File: src/rtl/fspq_pkg.sv
// Shared types and constants of the frontier shortest-path query engine.
`timescale 1ns / 1ps
package fspq_pkg;

  localparam int unsigned DIST_BITS = 22;
  localparam logic [DIST_BITS-1:0] DIST_SAT = '1;
  localparam logic [5:0] PATH_MAX = 6'd62;

  localparam logic REQ_ADD = 1'b0;

  localparam logic [1:0] KIND_DIST    = 2'd0;
  localparam logic [1:0] KIND_PATH    = 2'd1;
  localparam logic [1:0] KIND_STORED  = 2'd2;
  localparam logic [1:0] KIND_DROPPED = 2'd3;

  typedef struct packed {
    logic        req_type;
    logic [5:0]  src_node;
    logic [5:0]  dst_node;
    logic [15:0] edge_weight;
    logic        want_path;
  } req_t;

  typedef struct packed {
    logic [1:0]  kind;
    logic [21:0] value;
    logic        unreachable;
    logic        last;
  } res_t;

  typedef enum logic [3:0] {
    S_IDLE, S_DECODE, S_ADD_LINK, S_ROUND, S_NODE_RD, S_NODE_U, S_NODE_E,
    S_EDGE_CHK, S_EDGE_DV, S_EDGE_UPD, S_FIN_RD, S_FIN, S_WALK, S_DIST_OUT,
    S_PATH_RD, S_PATH_OUT
  } state_t;

  typedef enum logic [4:0] {
    CMD_NONE, CMD_LATCH, CMD_DROP, CMD_ADD_WRITE, CMD_ADD_LINK, CMD_Q_UNREACH,
    CMD_Q_ZERO, CMD_Q_INIT, CMD_ROUND_START, CMD_ROUND_END, CMD_NODE_RD,
    CMD_NODE_U, CMD_NODE_E, CMD_EDGE_RD, CMD_EDGE_DV, CMD_EDGE_UPD, CMD_FIN_RD,
    CMD_WALK_INIT, CMD_WALK_STEP, CMD_DIST_OUT, CMD_PATH_RD, CMD_PATH_OUT
  } cmd_op_t;

  typedef struct packed {
    cmd_op_t op;
  } cmd_t;

  typedef struct packed {
    logic is_query;
    logic bad_node;
    logic full;
    logic same_node;
    logic out_free;
    logic frontier_empty;
    logic round_done;
    logic edge_end;
    logic walk_go;
    logic dest_reached;
    logic want_path;
    logic path_empty;
    logic path_last;
  } status_t;

endpackage

File: src/rtl/fspq_ctrl.sv
// Controller state machine sequencing edge insertion, relaxation and path output.
`timescale 1ns / 1ps
module fspq_ctrl import fspq_pkg::*; (
  input  logic    clk,
  input  logic    rst,
  input  logic    req_valid,
  output logic    req_ready,
  input  status_t status,
  output cmd_t    cmd
);

  state_t state, state_next;

  always_ff @(posedge clk) begin
    if (rst) begin
      state <= S_IDLE;
    end else begin
      state <= state_next;
    end
  end

  always_comb begin
    state_next = state;
    cmd.op = CMD_NONE;
    req_ready = 1'b0;
    unique case (state)
      S_IDLE: begin
        req_ready = 1'b1;
        if (req_valid) begin
          cmd.op = CMD_LATCH;
          state_next = S_DECODE;
        end
      end
      S_DECODE: begin
        if (!status.is_query) begin
          if (status.bad_node || status.full) begin
            if (status.out_free) begin
              cmd.op = CMD_DROP;
              state_next = S_IDLE;
            end
          end else begin
            cmd.op = CMD_ADD_WRITE;
            state_next = S_ADD_LINK;
          end
        end else if (status.bad_node) begin
          if (status.out_free) begin
            cmd.op = CMD_Q_UNREACH;
            state_next = S_IDLE;
          end
        end else if (status.same_node) begin
          if (status.out_free) begin
            cmd.op = CMD_Q_ZERO;
            state_next = S_IDLE;
          end
        end else begin
          cmd.op = CMD_Q_INIT;
          state_next = S_ROUND;
        end
      end
      S_ADD_LINK: begin
        if (status.out_free) begin
          cmd.op = CMD_ADD_LINK;
          state_next = S_IDLE;
        end
      end
      S_ROUND: begin
        if (status.frontier_empty) begin
          state_next = S_FIN_RD;
        end else begin
          cmd.op = CMD_ROUND_START;
          state_next = S_NODE_RD;
        end
      end
      S_NODE_RD: begin
        if (status.round_done) begin
          cmd.op = CMD_ROUND_END;
          state_next = S_ROUND;
        end else begin
          cmd.op = CMD_NODE_RD;
          state_next = S_NODE_U;
        end
      end
      S_NODE_U: begin
        cmd.op = CMD_NODE_U;
        state_next = S_NODE_E;
      end
      S_NODE_E: begin
        cmd.op = CMD_NODE_E;
        state_next = S_EDGE_CHK;
      end
      S_EDGE_CHK: begin
        if (status.edge_end) begin
          state_next = S_NODE_RD;
        end else begin
          cmd.op = CMD_EDGE_RD;
          state_next = S_EDGE_DV;
        end
      end
      S_EDGE_DV: begin
        cmd.op = CMD_EDGE_DV;
        state_next = S_EDGE_UPD;
      end
      S_EDGE_UPD: begin
        cmd.op = CMD_EDGE_UPD;
        state_next = S_EDGE_CHK;
      end
      S_FIN_RD: begin
        cmd.op = CMD_FIN_RD;
        state_next = S_FIN;
      end
      S_FIN: begin
        if (!status.dest_reached) begin
          if (status.out_free) begin
            cmd.op = CMD_Q_UNREACH;
            state_next = S_IDLE;
          end
        end else if (status.want_path) begin
          cmd.op = CMD_WALK_INIT;
          state_next = S_WALK;
        end else begin
          state_next = S_DIST_OUT;
        end
      end
      S_WALK: begin
        if (status.walk_go) begin
          cmd.op = CMD_WALK_STEP;
        end else begin
          state_next = S_DIST_OUT;
        end
      end
      S_DIST_OUT: begin
        if (status.out_free) begin
          cmd.op = CMD_DIST_OUT;
          state_next = status.path_empty ? S_IDLE : S_PATH_RD;
        end
      end
      S_PATH_RD: begin
        cmd.op = CMD_PATH_RD;
        state_next = S_PATH_OUT;
      end
      S_PATH_OUT: begin
        if (status.out_free) begin
          cmd.op = CMD_PATH_OUT;
          state_next = status.path_last ? S_IDLE : S_PATH_RD;
        end
      end
      default: begin
        state_next = S_IDLE;
      end
    endcase
  end

endmodule

File: config.mk
export PLATFORM = sky130hd
export DESIGN_NAME = fspq_ctrl
export DESIGN_NICKNAME = d
export VERILOG_FILES = /design/src/rtl/fspq_pkg.sv /design/src/rtl/fspq_ctrl.sv
export SDC_FILE = /design/constraint.sdc
export NUM_CORES = 1
export LEC_CHECK = 0
export BUFFER_PORTS_ARGS = -buffer_cell sky130_fd_sc_hd__buf_2
export CAP_MARGIN = 20
export CORE_MARGIN = 1.5
export CORE_UTILIZATION = 54
export DETAILED_ROUTE_END_ITERATION = 16
export GPL_TIMING_DRIVEN = 0
export PLACE_DENSITY = 0.83
export SLEW_MARGIN = 10
export SYNTH_ARGS = -nofsm -noshare
export SYNTH_HDL_FRONTEND = slang
export SYNTH_SLANG_ARGS = --single-unit
File: constraint.sdc
create_clock -name clk -period 2.7 [get_ports clk]
set_input_delay 0.135 -clock clk [delete_from_list [all_inputs] [get_ports clk]]
set_output_delay 0.135 -clock clk [all_outputs]
set_load 0.1 [all_outputs]
; ---- Word-level counts from Yosys, hierarchy flattened
; Cells that the tools add are included.
; W data, S select, Z words.
[classes]
bitwise = 0
order_cmp = 0
muxes = 36
div_mod_pow = 0
n_eq_ne = 19
n_addsub = 0
multipliers = 0
shift = 0
n_reduce_logical = 4
[op_table]
columns = op, count
row1 = $pmux W5 S16, 1
row2 = $mux W4, 16
row3 = $pmux W4 S15, 1
row4 = $mux W5, 9
row5 = $eq A4 B4 Y1 const B, 8
row6 = $eq A4 B3 Y1 const B, 4
row7 = $mux W3, 4
row8 = $eq A4 B2 Y1 const B, 2
row9 = $ne A2 B2 Y1 const B, 4
row10 = $eq A4 B1 Y1 const B, 1
row11 = $logic_not A4 Y1, 1
row12 = $mux W2, 2
row13 = $reduce_and A4 Y1, 1
row14 = $mux W1, 3
row15 = $reduce_or A2 Y1, 1
row16 = $logic_or A1 B1 Y1, 1
[totals]
mem_bits_rw = 0
rom_bits = 0
output_inout_bits = 6
regBits = 4
inputBits = 16
memories = 0
latch_bits = 0

; ---- Logic depth before layout (Yosys ltp)
[depth]
word_depth = 5
ltp_mapped = 7
depth_no_buf = 5

; ---- Worst setup path before layout
; Ideal clock, no wire load.
[synth_path]
kind = reg-to-output
from = register state[3]
to = output port cmd[1] (netlist name)
path_slack_ns = -1.379
t_arrival_ns = 3.944
path_stages_with_launch = 5
path_buffers = 3
cell_sequence = dfxtp_1 buf_6 clkbuf_1 buf_2 o41ai_1
[synth_lines]
columns = item, line_no
row1 = "start, declared", fspq_ctrl.sv:12  ; state_t state, state_next;
row2 = "start signal, assigned", fspq_ctrl.sv:18  ; state <= state_next;
row3 = "end, declared", fspq_ctrl.sv:9  ; output cmd_t cmd

==> results.cfg <==
[worst_setup_path]
criticalPathCategory = reg -> out
endpoint_kind = output port
r2r_cells = 5
r2r_end = state[2]
path_buf_inv = 3
crit_path_max_fanout = 10
critPathRequiredTime_ps = 2570
max_stage_delay_ps = 420
worst_setup_path_start_kind = register
cp_data_arrival_time_ps = 2180
cp_common_cell = buf_2
worstReg2RegStart = state[3]
cpMaxStageDelayCell = buf_2
path_cells = buf_2 -> clkbuf_1 -> o21ai_0 -> a31oi_1 -> o32a_1 -> buf_2
critPathTopFamily = buffers and inverters
ff2ff_setup_slack_ps = 930

[die]
dieWidth_um = 39.8
placeableCoreArea_um2 = 1280
rows = 13
die_area_um2 = 1590
start_util_pct = 57.0
die_h_um = 39.8
io_pins = 22

[synth]
syn-num-nets = 133
synth_cell_types = 40
ys_async_sr_fraction_pct = 0
yosysWarningCount = 0
yosysSeqAreaShare_pct = 10.9
synth_ff_type = dfxtp_1
netlist_area_um2 = 732
ys_seq_elements = 4
synth_edf_count = 0
synth_cells = 117
syn_avg_cell_area_um2 = 6.26

[global_route]
grt_pass1_wl_um = 3430
grtUsageTotal_pct = 31.1
grt-ovfl-total = 0
grt_antenna_before_repair = 0
grt_max_degree = 11
first_global_vias = 796

[timing]
relSlewSlack_pct = 65.5
setup_violations = 0
tns_ps = 0
fmax_mhz = 431
tightest_slew_ps = 510
finalHoldViolCount = 0
maxSlewViolCount = 0
period_needed_ps = 2320
fin_skew_ps = 2.45
fin_crit_sh_pct = 85.8
rsz0062_at_grt = no

[final_layout]
regMostFlops = state
largest_registers = state: 4 flops
largest_reg_flops = 4
area_growth_pct = 23.2
final_util_pct = 70.2
diodes = 0
final_area_um2 = 902
num-fill-cells = 122
drive_gt1_share_pct = 28.4
num-nets-final = 159

[pwr]
p_sw_share_pct = 44.4
power_frac_clock_pct = 28.1
leakage_uw = 0.000376
ir_worst_vdd_mv = 0.128
intPower_uw = 147
pwr-share-comb_pct = 48.5
seqPwrFrac_pct = 23.4
p_sw_uw = 118
power_density_nw_per_um2 = 294

[detailed_routing]
wire_per_inst_um = 14.1
vias = 1035
drtAntennaViolNets = 0
drt_pre_antenna_iters = 5
vias_per_cell = 6.63
wl_um = 2200
drt_iter0_drc = 79
drc_errors = 0

[clock_tree]
cts_tree = built
cts_root_buffer = clkbuf_4
cts_setup_buffers = 0
cts_sinks = 4
cts-resized-gates = 0
cts_buffer_depth = 2
clock_latency_ps = 230
cts_hold_buf = 0
h-tree-depth = 1
numCtsBuffers = 3
clkSlewWorstSetupHoldPaths_ps = 40

[placement]
portBuffers = 21
dp_hpwl_um = 1610
gp_congestion = 0.938
dpl_cell_area_um2 = 880

[hold_path]
min_path_type = in -> reg
hold_path_depth = 3
hold_start = rst
hold_end = state[3]

[flow_run]
maxCapViolCount = 0

[run_status]
status = finished, final reports clean
==> cell usage in the layout (no fill, tap or decap), types with 2 or more instances in the layout <==
master / count
clkbuf_4: 3
or3_1: 2
nor2_1: 14
mux2i_1: 2
nor3_1: 3
inv_1: 4
a32oi_1: 2
a211oi_1: 2
a31oi_1: 5
a211oi_2: 2
clkbuf_1: 5
nand3_1: 4
dfxtp_1: 4
a21oi_1: 7
buf_2: 25
o22ai_1: 3
nand2b_1: 2
or2_2: 2
nand2_1: 11
a221oi_1: 3
o21ai_0: 15
==> metrics by stage <==
stage / setup slack (ps) / hold WS, ps / instances / total power [uW]
after floorplan: -60.5 / 333 / 117 / 158
after global placement: 698 / 442 / 153 / 189
after detailed placement: 658 / 455 / 153 / 190
after CTS: 422 / 214 / 156 / 264
after global routing: 238 / 228 / 156 / 283
final: 382 / 212 / 156 / 265
==> power groups by stage <==
stage               registers [uW]  logic (uW)  clock network [uW]
floorplan                     62.9        94.8                   0
global placement              63.1         126                   0
detailed placement            63.2         127                   0
CTS                           62.3         127                74.4
global route                  62.2         139                81.3
finish                        62.2         129                74.5
==> area by class of cell <==
class | count | area (um2) | area share, %
inverters | 5 | 18.8 | 2.08
plain buffers | 11 | 53.8 | 5.96
flip-flops and latches | 4 | 80.1 | 8.88
multi-input cells | 97 | 603 | 66.9
well taps | 15 | 18.8 | 2.08
repair buffers | 21 | 105 | 11.7
clock buffers | 3 | 22.5 | 2.50
==> how the worst max path moves through the flow <==
stage / end / cells past startpoint / slack [ps] / from
final: cmd[0] / 6 / 380 / state[0]
after global routing: cmd[0] / 6 / 240 / state[0]
after CTS: cmd[4] / 5 / 420 / state[2]
after detailed placement: cmd[4] / 5 / 660 / state[2]
after global placement: cmd[4] / 5 / 700 / state[2]
after floorplan: cmd[1] / 4 / -60 / state[3]
==> kinds of logic after synthesis <==
group	Yosys count	synth area share [%]
AO/OA/AOI/OAI	52	48.5
AND/OR/NAND/NOR	42	26.7
buffers and inverters	16	9.91
flip-flops	4	10.9
multiplexers	2	2.74
XOR/XNOR	1	1.20
==> worst register-to-register path, stage by stage (launching register included) <==
cell      delay, ps
dfxtp_1         310
buf_6           130
clkbuf_1        380
nand2_1         180
o311ai_1        480
o31ai_2         140
==> synth_stat cells (2+ instances only) <==
library cell | count | share of area (%)
or2_2 | 2 | 1.7
inv_1 | 4 | 2.1
o22ai_1 | 3 | 2.6
nor3_1 | 4 | 2.7
mux2i_1 | 2 | 2.7
a21oi_1 | 7 | 4.8
nand2b_1 | 2 | 1.7
nand3_1 | 4 | 2.7
a32oi_1 | 2 | 2.4
a211oi_1 | 3 | 3.1
nor2_1 | 14 | 7.2
nand2_1 | 11 | 5.6
or3_1 | 2 | 1.7
clkbuf_1 | 5 | 2.6
a221oi_1 | 3 | 3.6
dfxtp_1 | 4 | 11
o21ai_0 | 15 | 10
a31oi_1 | 5 | 4.3
buf_2 | 4 | 2.7
==> per-layer routing <==
layer,up-vias,track usage [%],wire [um]
met4,0,6.03,0
met5,-,0,0
met3,0,3.41,257
li1,490,-,-
met1,465,43.0,933
met2,80,50.8,1000
No activity file was read; power rests on OpenSTA's default activity.
